--- src/sv/uer_pkg.sv ---
// ----------------------------------------------------------------------------
// uer_pkg: shared types and constants for the ultrasonic echo ranger
// Beat payloads, register indexes and reset values of the config registers.
// ----------------------------------------------------------------------------
package uer_pkg;

  localparam int CMD_W       = 1;
  localparam int STAMP_W     = 32;
  localparam int DIST_OUT_W  = 7;
  localparam int DAC_W       = 12;
  localparam int CFG_REG_W   = 16;
  localparam int CFG_INDEX_W = 4;

  // Command codes carried in the item beat
  localparam logic [CMD_W-1:0] CMD_TICK    = 1'b0;
  localparam logic [CMD_W-1:0] CMD_CAPTURE = 1'b1;

  // Config register indexes
  localparam logic [CFG_INDEX_W-1:0] REG_TRIGGER_PERIOD = 4'd0;
  localparam logic [CFG_INDEX_W-1:0] REG_ECHO_TIMEOUT   = 4'd1;

  localparam logic [CFG_REG_W-1:0] TRIGGER_PERIOD_RST = 16'd60;
  localparam logic [CFG_REG_W-1:0] ECHO_TIMEOUT_RST   = 16'd35;

  localparam int            US_PER_CM = 58;
  localparam logic [DAC_W-1:0] DAC_FULL = 12'hFFF;

  typedef struct packed {
    logic [CMD_W-1:0]   command;
    logic [STAMP_W-1:0] capture_time;
  } item_t;

  typedef struct packed {
    logic                  trigger_fire;
    logic [DIST_OUT_W-1:0] distance;
    logic [DAC_W-1:0]      dac_level;
    logic                  reading_valid;
  } result_t;

endpackage

--- src/sv/uer_cdiv.sv ---
// ----------------------------------------------------------------------------
// uer_cdiv: unsigned divide by a constant
// Multiplies by a rounded-up reciprocal and keeps the high bits; exact for
// every input of IN_W bits.
// ----------------------------------------------------------------------------
module uer_cdiv #(
  parameter int IN_W    = 16,
  parameter int DIVISOR = 58
) (
  input  logic [IN_W-1:0] x,
  output logic [IN_W-1:0] q
);

  localparam int LOG_D = $clog2(DIVISOR);
  localparam int SHIFT = IN_W + LOG_D;
  localparam int RW    = IN_W + 2;
  localparam int PW    = SHIFT + IN_W;
  localparam logic [63:0] RECIP = ((64'd1 << SHIFT) + 64'(DIVISOR) - 64'd1) / 64'(DIVISOR);

  logic [PW-1:0] prod;

  assign prod = PW'(x) * PW'(RECIP[RW-1:0]);
  assign q    = prod[SHIFT +: IN_W];

endmodule

--- src/sv/ultrasonic_echo_ranger_unit.sv ---
// ----------------------------------------------------------------------------
// ultrasonic_echo_ranger_unit: echo-time distance ranger
// An accepted item beat passes the stage-1 register, then the result register.
// Throughput: one item per cycle while result_stall is low; the stage-1 register
//   and the result register each hold one beat, so a stalled result lets one
//   more item in before item_stall rises.
// Reset (rst, synchronous, active high): counter, edge state, ready flag and
//   distance clear to zero; config registers return to 60 ms and 35 ms.
// ----------------------------------------------------------------------------
module ultrasonic_echo_ranger_unit #(
  parameter int TIME_WIDTH      = 32,
  parameter int MAX_DISTANCE_CM = 100
) (
  input  logic                          clk,
  input  logic                          rst,
  // item channel
  input  logic                          item_valid,
  output logic                          item_stall,
  input  uer_pkg::item_t                item,
  // result channel
  output logic                          result_valid,
  input  logic                          result_stall,
  output uer_pkg::result_t              result,
  // config write channel
  input  logic                          cfg_valid,
  output logic                          cfg_ready,
  input  logic [uer_pkg::CFG_INDEX_W-1:0] cfg_index,
  input  logic [uer_pkg::CFG_REG_W-1:0]   cfg_data
);

  // Distance register width and the pulse width at which the quotient
  // would pass the maximum distance.
  localparam int DW     = $clog2(MAX_DISTANCE_CM + 1);
  localparam int LIMIT  = uer_pkg::US_PER_CM * (MAX_DISTANCE_CM + 1);
  localparam int WQ     = $clog2(LIMIT);
  localparam int CW     = (TIME_WIDTH > WQ) ? TIME_WIDTH : WQ;
  localparam int XW     = DW + uer_pkg::DAC_W;
  localparam logic [CW-1:0] LIMIT_W  = CW'(LIMIT);
  localparam logic [DW-1:0] MAX_DIST = DW'(MAX_DISTANCE_CM);
  localparam logic [uer_pkg::CFG_REG_W-1:0] ELAPSED_MAX = '1;

  // --------------------------------------------------------------------------
  // Config registers. The user must write them only while the block is idle;
  // the block itself does not enforce this and takes writes every cycle.
  // --------------------------------------------------------------------------
  logic [uer_pkg::CFG_REG_W-1:0] trigger_period;
  logic [uer_pkg::CFG_REG_W-1:0] echo_timeout;

  assign cfg_ready = 1'b1;

  always_ff @(posedge clk) begin
    if (rst) begin
      trigger_period <= uer_pkg::TRIGGER_PERIOD_RST;
      echo_timeout   <= uer_pkg::ECHO_TIMEOUT_RST;
    end else if (cfg_valid && cfg_ready) begin
      case (cfg_index)
        uer_pkg::REG_TRIGGER_PERIOD: trigger_period <= cfg_data;
        uer_pkg::REG_ECHO_TIMEOUT:   echo_timeout   <= cfg_data;
        default: ;  // unknown index: drop the write
      endcase
    end
  end

  // --------------------------------------------------------------------------
  // Pipeline handshake. The output stage loads when it is empty or its beat
  // leaves; the first stage loads when it is empty or moves on.
  // --------------------------------------------------------------------------
  logic s1_valid;
  logic out_load;
  logic s1_load;
  logic item_take;

  assign out_load   = !result_valid || !result_stall;
  assign s1_load    = !s1_valid || out_load;
  assign item_stall = !s1_load;
  assign item_take  = item_valid && !item_stall;

  // --------------------------------------------------------------------------
  // Stage 1: ranger state update
  // --------------------------------------------------------------------------
  logic [uer_pkg::CFG_REG_W-1:0] elapsed;
  logic [TIME_WIDTH-1:0]         rising_time;
  logic                          awaiting_falling;
  logic                          ready_flag;
  logic [DW-1:0]                 distance_reg;

  logic [uer_pkg::CFG_REG_W-1:0] elapsed_next;
  logic [TIME_WIDTH-1:0]         rising_time_next;
  logic                          awaiting_falling_next;
  logic                          ready_flag_next;
  logic [DW-1:0]                 distance_reg_next;
  logic                          fire_next;

  logic [uer_pkg::CFG_REG_W-1:0] elapsed_inc;
  logic [TIME_WIDTH-1:0]         stamp;
  logic [TIME_WIDTH-1:0]         pulse_width;
  logic [CW-1:0]                 pulse_wide;
  logic [WQ-1:0]                 pulse_cm;

  assign stamp       = item.capture_time[TIME_WIDTH-1:0];
  assign pulse_width = stamp - rising_time;   // wraps mod 2^TIME_WIDTH
  assign pulse_wide  = CW'(pulse_width);

  uer_cdiv #(
    .IN_W    (WQ),
    .DIVISOR (uer_pkg::US_PER_CM)
  ) u_cm_div (
    .x (pulse_wide[WQ-1:0]),
    .q (pulse_cm)
  );

  always_comb begin
    elapsed_inc           = (elapsed != ELAPSED_MAX) ? elapsed + 1'b1 : elapsed;
    elapsed_next          = elapsed;
    rising_time_next      = rising_time;
    awaiting_falling_next = awaiting_falling;
    ready_flag_next       = ready_flag;
    distance_reg_next     = distance_reg;
    fire_next             = 1'b0;
    case (item.command)
      uer_pkg::CMD_TICK: begin
        // Advance the saturating counter, then test the period on it.
        elapsed_next = elapsed_inc;
        if (elapsed_inc >= trigger_period) begin
          elapsed_next          = '0;
          ready_flag_next       = 1'b0;
          awaiting_falling_next = 1'b0;
          fire_next             = 1'b1;
        end
        // Timeout runs on the possibly cleared counter.
        if (elapsed_next > echo_timeout && !ready_flag_next) begin
          distance_reg_next = MAX_DIST;
        end
      end
      default: begin
        if (!awaiting_falling) begin
          rising_time_next      = stamp;
          awaiting_falling_next = 1'b1;
        end else begin
          // Clamp on the raw width; the divider sees only its low WQ bits.
          if (pulse_wide >= LIMIT_W) begin
            distance_reg_next = MAX_DIST;
          end else if (pulse_cm[DW-1:0] > MAX_DIST) begin
            distance_reg_next = MAX_DIST;
          end else begin
            distance_reg_next = pulse_cm[DW-1:0];
          end
          ready_flag_next       = 1'b1;
          awaiting_falling_next = 1'b0;
        end
      end
    endcase
  end

  // Stage 1 result beat
  logic          s1_fire;
  logic [DW-1:0] s1_distance;
  logic          s1_ready;

  always_ff @(posedge clk) begin
    if (rst) begin
      elapsed          <= '0;
      rising_time      <= '0;
      awaiting_falling <= 1'b0;
      ready_flag       <= 1'b0;
      distance_reg     <= '0;
      s1_valid         <= 1'b0;
    end else begin
      if (item_take) begin
        elapsed          <= elapsed_next;
        rising_time      <= rising_time_next;
        awaiting_falling <= awaiting_falling_next;
        ready_flag       <= ready_flag_next;
        distance_reg     <= distance_reg_next;
      end
      if (s1_load) begin
        s1_valid <= item_take;
      end
    end
  end

  // Payload: no reset needed
  always_ff @(posedge clk) begin
    if (item_take) begin
      s1_fire     <= fire_next;
      s1_distance <= distance_reg_next;
      s1_ready    <= ready_flag_next;
    end
  end

  // --------------------------------------------------------------------------
  // Stage 2: DAC scaling, 4095 - floor(d * 4095 / MAX)
  // d * 4095 is formed as (d << 12) - d.
  // --------------------------------------------------------------------------
  logic [XW-1:0]             dac_prod;
  logic [XW-1:0]             dac_quot;
  logic [uer_pkg::DAC_W-1:0] dac_next;

  assign dac_prod = {s1_distance, {uer_pkg::DAC_W{1'b0}}} - XW'(s1_distance);

  uer_cdiv #(
    .IN_W    (XW),
    .DIVISOR (MAX_DISTANCE_CM)
  ) u_dac_div (
    .x (dac_prod),
    .q (dac_quot)
  );

  assign dac_next = uer_pkg::DAC_FULL - dac_quot[uer_pkg::DAC_W-1:0];

  always_ff @(posedge clk) begin
    if (rst) begin
      result_valid <= 1'b0;
    end else if (out_load) begin
      result_valid <= s1_valid;
    end
  end

  always_ff @(posedge clk) begin
    if (out_load && s1_valid) begin
      result.trigger_fire  <= s1_fire;
      result.distance      <= uer_pkg::DIST_OUT_W'(s1_distance);
      result.dac_level     <= dac_next;
      result.reading_valid <= s1_ready;
    end
  end

endmodule

--- config.mk ---
export PLATFORM = sky130hd
export DESIGN_NAME = ultrasonic_echo_ranger_unit
export DESIGN_NICKNAME = d
export VERILOG_FILES = /design/src/sv/uer_pkg.sv /design/src/sv/uer_cdiv.sv /design/src/sv/ultrasonic_echo_ranger_unit.sv
export SDC_FILE = /design/constraint.sdc
export NUM_CORES = 1
export LEC_CHECK = 0
export BUFFER_PORTS_ARGS = -buffer_cell sky130_fd_sc_hd__buf_4
export CAP_MARGIN = 0
export CORE_MARGIN = 1
export CORE_UTILIZATION = 60
export CTS_CLUSTER_SIZE = 24
export DETAILED_ROUTE_END_ITERATION = 10
export PLACE_DENSITY = 0.85
export SLEW_MARGIN = 40
export SYNTH_ARGS = -nofsm -noshare
export SYNTH_HDL_FRONTEND = slang
export SYNTH_HIERARCHICAL = 1
export SYNTH_SLANG_ARGS = --single-unit
--- constraint.sdc ---
create_clock -name clk -period 9.9 [get_ports clk]
set_input_delay 1.98 -clock clk [delete_from_list [all_inputs] [get_ports clk]]
set_output_delay 1.98 -clock clk [all_outputs]
set_load 0.01 [all_outputs]
### Word-level counts from Yosys, hierarchy flattened

Cells that the tools add are included.

* bitwise gates (word level): 2
* multipliers: 2
* equality and inequality tests: 2
* add/subtract/negate cells: 4
* reductions and logical operators: 17
* $lt $le $gt $ge: 4
* mux-type cells: 16

Operators by type and width (count)
* 2-to-1 mux 16 bit: 3
* multiplier 19 x 20 -> 38 bit, second input constant: 1
* 2-to-1 mux 7 bit: 5
* greater-or-equal comparator 32 x 13 -> 1 bit, second input constant: 1
* subtractor 32 bit: 1
* multiplier 13 x 10 -> 22 bit, second input constant: 1
* subtractor 19 x 7 -> 19 bit: 1
* adder 16 x 1 -> 16 bit, second input constant: 1
* greater-or-equal comparator 16 bit: 1
* greater-than comparator 16 bit: 1
* != test 16 bit, second input constant: 1
* subtractor 12 bit, first input constant: 1
* 2-to-1 mux 1 bit: 8
* AND reduction 2 bit: 4
* greater-than comparator 7 bit, second input constant: 1
* zero test 1 bit: 5
* == test 4 x 1 -> 1 bit, second input constant: 1
* zero test 4 bit: 1
* logical AND 1 bit: 3
* AND reduction 3 bit: 1
* logical OR 1 bit: 2
* inverter 1 bit: 2
* nonzero test 2 bit: 1

* register bits after elaboration: 121
* output and inout port bits: 24

### Logic depth before layout (Yosys ltp)

Gate-level depths: netlist of run 1.

* word-level depth: 9
* mapped depth: 30
* depth with buffers taken out: 30

### Modules after synthesis

Netlist of run 1, hierarchy kept.

By module, submodules not included
* ultrasonic_echo_ranger_unit: cells each 1078, times used 1, area each 8331.7 µm²
* uer_cdiv (u_dac_div): cells each 699, times used 1, area each 6496.2 µm²
* uer_cdiv (u_cm_div): cells each 203, times used 1, area each 1940.6 µm²

### Least setup slack after synthesis of run 1

Ideal clock, no wire load.

* path type: input to register
* start point: input item[0] (netlist bit)
* end point: register s1_distance[2] (data pin)
* path slack: 2026 ps
* stages: 28
* data arrival time: 7608 ps
* required time: 9634 ps
* cell sequence: inv_1 > ha_1 > inv_1 > fa_1 > a21oi_1 > o21ai_0 > o22ai_1 > xor2_1 > inv_1 > ha_1 > ha_1 > fa_1 > fa_1 > inv_1 > fa_1 > inv_1 > ha_1 > a211oi_2 > o21ai_1 > a31o_1 > a311oi_2 > o21bai_1 > xor2_1 > nor2_1 > a21o_1 > nor3b_1 > nand4b_1 > a2bb2oi_1

* longest elaborated chain between the ends: 7
* elaborated cells between the ends (all ways): 8
* those cells by class: add/sub (1); mul (1); order compare (2); mux (4)

Ends and longest elaborated chain
* from (decl): RTL line ultrasonic_echo_ranger_unit.sv:19 `input uer_pkg::item_t item,`
* subtractor 32 bit: RTL line ultrasonic_echo_ranger_unit.sv:101 `assign pulse_width = stamp - rising_time;`
* via pulse_wide[8]: RTL line ultrasonic_echo_ranger_unit.sv:97 `logic [CW-1:0] pulse_wide;`
* multiplier 13 x 10 -> 22 bit: RTL line uer_cdiv.sv:22 `assign prod = PW'(x) * PW'(RECIP[RW-1:0]);`
* via pulse_cm[4]: RTL line ultrasonic_echo_ranger_unit.sv:98 `logic [WQ-1:0] pulse_cm;`
* greater-than comparator 7 bit: RTL line ultrasonic_echo_ranger_unit.sv:143 `end else if (pulse_cm[DW-1:0] > MAX_DIST) begin`
* 2-to-1 mux 7 bit: RTL line ultrasonic_echo_ranger_unit.sv:143
* 2-to-1 mux 7 bit: RTL line ultrasonic_echo_ranger_unit.sv:141 `if (pulse_wide >= LIMIT_W) begin`
* 2-to-1 mux 7 bit: RTL line ultrasonic_echo_ranger_unit.sv:136 `if (!awaiting_falling) begin`
* 2-to-1 mux 7 bit: RTL line ultrasonic_echo_ranger_unit.sv:120 `case (item.command)`
* via distance_reg_next[2]: RTL line ultrasonic_echo_ranger_unit.sv:91 `logic [DW-1:0] distance_reg_next;`
* to (signal assigned): RTL line ultrasonic_echo_ranger_unit.sv:186 `s1_distance <= distance_reg_next;`
* to (decl): RTL line ultrasonic_echo_ranger_unit.sv:157 `logic [DW-1:0] s1_distance;`

The timed path passes the listed nets, and every way through them passes these cells.
A chain may end at the register's enable or synchronous reset.

### Worst setup path in the final report of run 1

* start point: input item[3] (netlist bit)
* end point: register s1_distance[2] (data pin)

The elaborated chain is that of the path after synthesis.

==> results of run 1 <==
cell usage in the layout, fill, tap and decap left out, drive strengths merged, types with 25 or more instances in the layout:
| master | count |
|---|---|
| xor2 | 25 |
| ha | 299 |
| a21o | 30 |
| nor2 | 85 |
| fa | 150 |
| a21oi | 158 |
| nand3 | 28 |
| inv | 428 |
| dfxtp | 91 |
| edfxtp | 30 |
| nand4 | 25 |
| o21ai | 53 |
| nor3 | 30 |
| nand2 | 192 |
| buf | 89 |
critical path: cells and delay by family:
| family | cells | cell delay [ns] |
|---|---|---|
| buf+inv | 3 | 0.21 |
| compound gates | 10 | 2.34 |
| simple gates | 4 | 0.68 |
| xor+xnor | 1 | 0.48 |
| fa+ha+maj | 7 | 2.90 |
per-stage QoR:
step,hold slack (ns),utilization
final,0.456,0.667
after global routing,0.477,0.667
after CTS,0.455,0.666
after detailed placement,0.446,0.645
after global placement,0.441,0.645
after floorplan,0.400,-
final cells by class:
| type | instances | area share |
|---|---|---|
| multi-input cells | 1356 | 0.669 |
| flip-flops and latches | 121 | 0.151 |
| inverters | 417 | 0.0869 |
| repair buffers | 89 | 0.0373 |
| well taps | 341 | 0.0237 |
| clock buffers | 17 | 0.0236 |
| clock inverters | 15 | 0.00827 |
routing by layer:
metal	wire length, um	vias up	global-route usage
met5	0	-	0
li1	-	6632	-
met1	16900	6436	0.363
met4	1120	0	0.111
met3	1670	86	0.0322
met2	19400	424	0.510
worst min-delay path by stage:
stage / start / slack (ns) / end
after global routing: rising_time[23]$_SDFFE_PP0P_ / 0.48 / rising_time[23]$_SDFFE_PP0P_
after CTS: rising_time[27]$_SDFFE_PP0P_ / 0.46 / rising_time[27]$_SDFFE_PP0P_
after floorplan: s1_ready$_DFFE_PP_ / 0.40 / result[0]$_DFFE_PP_
final: rising_time[14]$_SDFFE_PP0P_ / 0.46 / rising_time[14]$_SDFFE_PP0P_
after global placement: rising_time[20]$_SDFFE_PP0P_ / 0.44 / rising_time[20]$_SDFFE_PP0P_
after detailed placement: rising_time[27]$_SDFFE_PP0P_ / 0.45 / rising_time[27]$_SDFFE_PP0P_
==> impl_metrics.toml, run 1 <==
[setup_path]
cp.required_ns = 10.07
r2r-start = "s1_distance[0]$_DFFE_PP_"
crit_path_start_kind = "input port"
r2r-end = "result[12]$_DFFE_PP_"
reg2reg_slack_ns = 1.62
crit_path_max_fanout = 8
crit_start = "item[3]"
critPathCapture = "s1_distance[2]$_DFFE_PP_"
slowest_stage = "fa_1"
crit_type = "input port to register"
reg2regPathDepth = 24
cp_common_cell = "ha_1"
endpoint_kind = "register"
max_stage_delay_ns = 0.54
cp_data_arrival_time_ns = 8.57

[layout]
diodes = 0
stdcell_count = 2356
top_regs = "rising_time: 32 flops, result: 21 flops"
regArea_mm2 = 0.00272
fin_nets = 2509
syn_to_final_growth_pct = 8.71
fillers = 2234
largest_register = "rising_time"
final_cell_area_mm2 = 0.0180
multi_input_area_mm2 = 0.0121
largest_register_ffs = 32
drive_above_1_share = 0.0794

[cts]
hold_buffers = 0
htree_levels = 4
clock_path_buffers = 2
clock_sinks = 121
clock_latency_ns = 0.44
ctsResizeCount = 0
cts_tree = "done"
clockRootBuffer = "clkbuf_16"
postCtsSetupBuffers = 0
path_clk_slew_ns = 0.07
cts-buffers-inserted = 17

[detailed_routing]
wire_per_inst_um = 16.6
first_pass_iters = 5
viasPerCell = 5.76
drt_iter0_drc = 854
route.detailed.drc = 0
vias = 13600
ant_nets = 0
drt-total-wl_um = 39000

[global_route]
grt_overflow_total = 0
grt_pass1_wl_um = 65500
grt_max_degree = 96
grt_pass1_vias = 13700
grt.total_usage = 0.289
antenna_found_initial = 0

[sta]
fin_tns_setup_ns = 0
hold_viol = 0
relSlewSlack = 0.427
rsz0062_at_grt = "false"
finalSetupViolations = 0
finClkSkew_ns = 0.0160
finalCriticalPeriod_ns = 8.41
final_max_slew_viol_count = 0
worst_pin_slew_ns = 0.838
setup_slack_ns = 1.49
fin_crit_sh = 0.849
fmax_ghz = 0.119

[floorplan]
die_area_mm2 = 0.0283
io_pins = 82
die-width_um = 168
coreArea_mm2 = 0.0270
die_height_um = 168
start_util = 0.613
rows = 60

[synthesis]
syn-num-nets = 2455
synthCells = 1948
synthesis.area_mm2 = 0.0166
ys_warn_count = 6
synth.avg_cell_area_um2 = 8.51

[placed_design]
gp_congestion = 0.978
postPlaceCellArea_mm2 = 0.0174
dpl_worst_slack_ns = 1.21
dp_cells = 2324
dp_hpwl_um = 31600
port_buffers = 80

[status]
status = "finished, final reports clean"

[hold_path]
worstHoldPathCells = 2
hold_class = "register to register"

[flow_run]
maxCapViolations = 0
Power of run 1 is not shown: default switching activity piles up to over one toggle a cycle in this logic, so the estimate is an artifact.
==> run 2: changes to the inputs <==
- CORE_UTILIZATION: 60 -> 58
- PLACE_DENSITY: 0.85 -> 0.86
- clock period: 9.9 -> 7.01 ns (I/O delays scaled with it)
==> run 2 against run 1 <==
  * The flow now finishes with violations (negative setup slack)
  * Count of clock-buffer cells in the layout unchanged
  * Register-to-register slack got worse by 1.7 ns
  * Global-route usage increased by 1.2 points
  * Critical path depth decreased by 2
  * Sequential share of layout area decreased by 1.4 points
==> impl_metrics.toml, run 2 (same netlist as run 1, synthesis figures left out) <==
[detailed_routing]
vias = 14800
first_pass_iters = 7
ant_nets = 0
viasPerCell = 5.82
drt-total-wl_um = 44500
wire_per_inst_um = 17.5
drt_iter0_drc = 989
route.detailed.drc = 0

[floorplan]
io_pins = 82
die_area_mm2 = 0.0293
die-width_um = 171
start_util = 0.593
rows = 61
die_height_um = 171
coreArea_mm2 = 0.0279

[sta]
final_max_slew_viol_count = 0
rsz0062_at_grt = "true"
holdWs_ns = 0.433
relSlewSlack = 0.509
fin_crit_sh = 1.01
finalCriticalPeriod_ns = 7.09
fin_tns_setup_ns = -0.277
finalSetupViolations = 6
finClkSkew_ns = 0.0170
fmax_ghz = 0.141
worst_pin_slew_ns = 0.734
setup_slack_ns = -0.0830
hold_viol = 0

[global_route]
antenna_found_initial = 0
grt_pass1_wl_um = 69700
grt_max_degree = 61
grt.total_usage = 0.301
grt_pass1_vias = 15000
grt_overflow_total = 0

[setup_path]
crit_path_start_kind = "register"
reg2regPathDepth = 23
crit_path_max_fanout = 6
endpoint_kind = "register"
cp_data_arrival_time_ns = 7.28
crit_start = "s1_distance[1]$_DFFE_PP_"
reg2reg_slack_ns = -0.08
crit_type = "register to register"
r2r-end = "result[12]$_DFFE_PP_"
r2r-start = "s1_distance[1]$_DFFE_PP_"
cp.required_ns = 7.20

[cts]
hold_buffers = 0
clock_latency_ns = 0.44
clockRootBuffer = "clkbuf_16"
htree_levels = 4
clock_path_buffers = 2
clock_sinks = 121
cts-buffers-inserted = 17
path_clk_slew_ns = 0.08
cts_tree = "done"

[flow_run]
maxCapViolations = 0

[layout]
syn_to_final_growth_pct = 20.0
largest_register_ffs = 32
final_cell_mix = "inv_1 (400), ha_1 (277), buf_4 (238)"
fin_util = 0.712
diodes = 0
top_regs = "rising_time: 32 flops, result: 21 flops"
fin_nets = 2665
drive_above_1_share = 0.187
final_common_cell = "inv_1"
largest_register = "rising_time"

[hold_path]
hold_class = "register to register"
hold_start = "s1_fire$_SDFFCE_PP0P_"
hold_end = "result[20]$_DFFE_PP_"
worstHoldPathCells = 0

[placed_design]
port_buffers = 80
dp_hpwl_um = 34300
gp_congestion = 0.991

[status]
status = "finished, violations left"
violations = "negative setup slack"
run 2: final cells by class:
type / instances / area (um2)
multi-input cells: 1356 / 12600
fillers: 1953 / 8040
flip-flops and latches: 121 / 2720
repair buffers: 245 / 1890
inverters: 417 / 1570
well taps: 378 / 473
clock buffers: 17 / 425
clock inverters: 15 / 174
run 2: worst max path at each step:
stage | endpoint | cells past startpoint | slack [ns]
after floorplan | result[12]$_DFFE_PP_ | 21 | -0.005
after global placement | s1_distance[2]$_DFFE_PP_ | 31 | -0.35
after detailed placement | s1_distance[2]$_DFFE_PP_ | 29 | -0.55
after CTS | result[12]$_DFFE_PP_ | 22 | -0.06
after global routing | s1_distance[2]$_DFFE_PP_ | 26 | -0.28
final | result[12]$_DFFE_PP_ | 23 | -0.08
run 2: per-layer routing:
metal | part of all wire | vias up | wire (um) | track usage
li1 | - | 6948 | - | -
met5 | 0 | - | 0 | 0
met1 | 0.40 | 7120 | 17900 | 0.356
met4 | 0.044 | 0 | 1980 | 0.139
met3 | 0.052 | 168 | 2330 | 0.0347
met2 | 0.50 | 603 | 22300 | 0.543
run 2: what timing repair did:
item	in CTS	in global routing
endpoints found under the setup margin	8	23
hold endpoints to repair	0	0
gates cloned	0	0
pin swaps	19	56
resized for setup	15	61
setup buffers	13	17
run 2: worst max-delay path: stages (launching register included):
cell and delay (ns):
edfxtp_1 0.43, buf_6 0.14, or4_4 0.47, or4b_4 0.55, nand2_4 0.12, inv_1 0.08
ha_4 0.26, inv_2 0.04, fa_1 0.48, fa_1 0.59, fa_1 0.47, fa_1 0.57
inv_1 0.07, fa_1 0.53, inv_1 0.07, ha_4 0.27, and4_4 0.23, nand3_4 0.09
o41a_1 0.38, a311oi_4 0.30, nor2_4 0.06, or4_1 0.51, nand3_1 0.09, inv_1 0.04
run 2: per-stage QoR:
stage | cells | area (um2) | setup WS, ns
finish | 2549 | 19900 | -0.0830
global route | 2549 | 19900 | -0.284
detailed placement | 2487 | 18600 | -0.545
floorplan | 1948 | 16800 | -0.00456
CTS | 2532 | 19400 | -0.0610
global placement | 2486 | 18600 | -0.351
Power of run 2 is left out for the same reason.
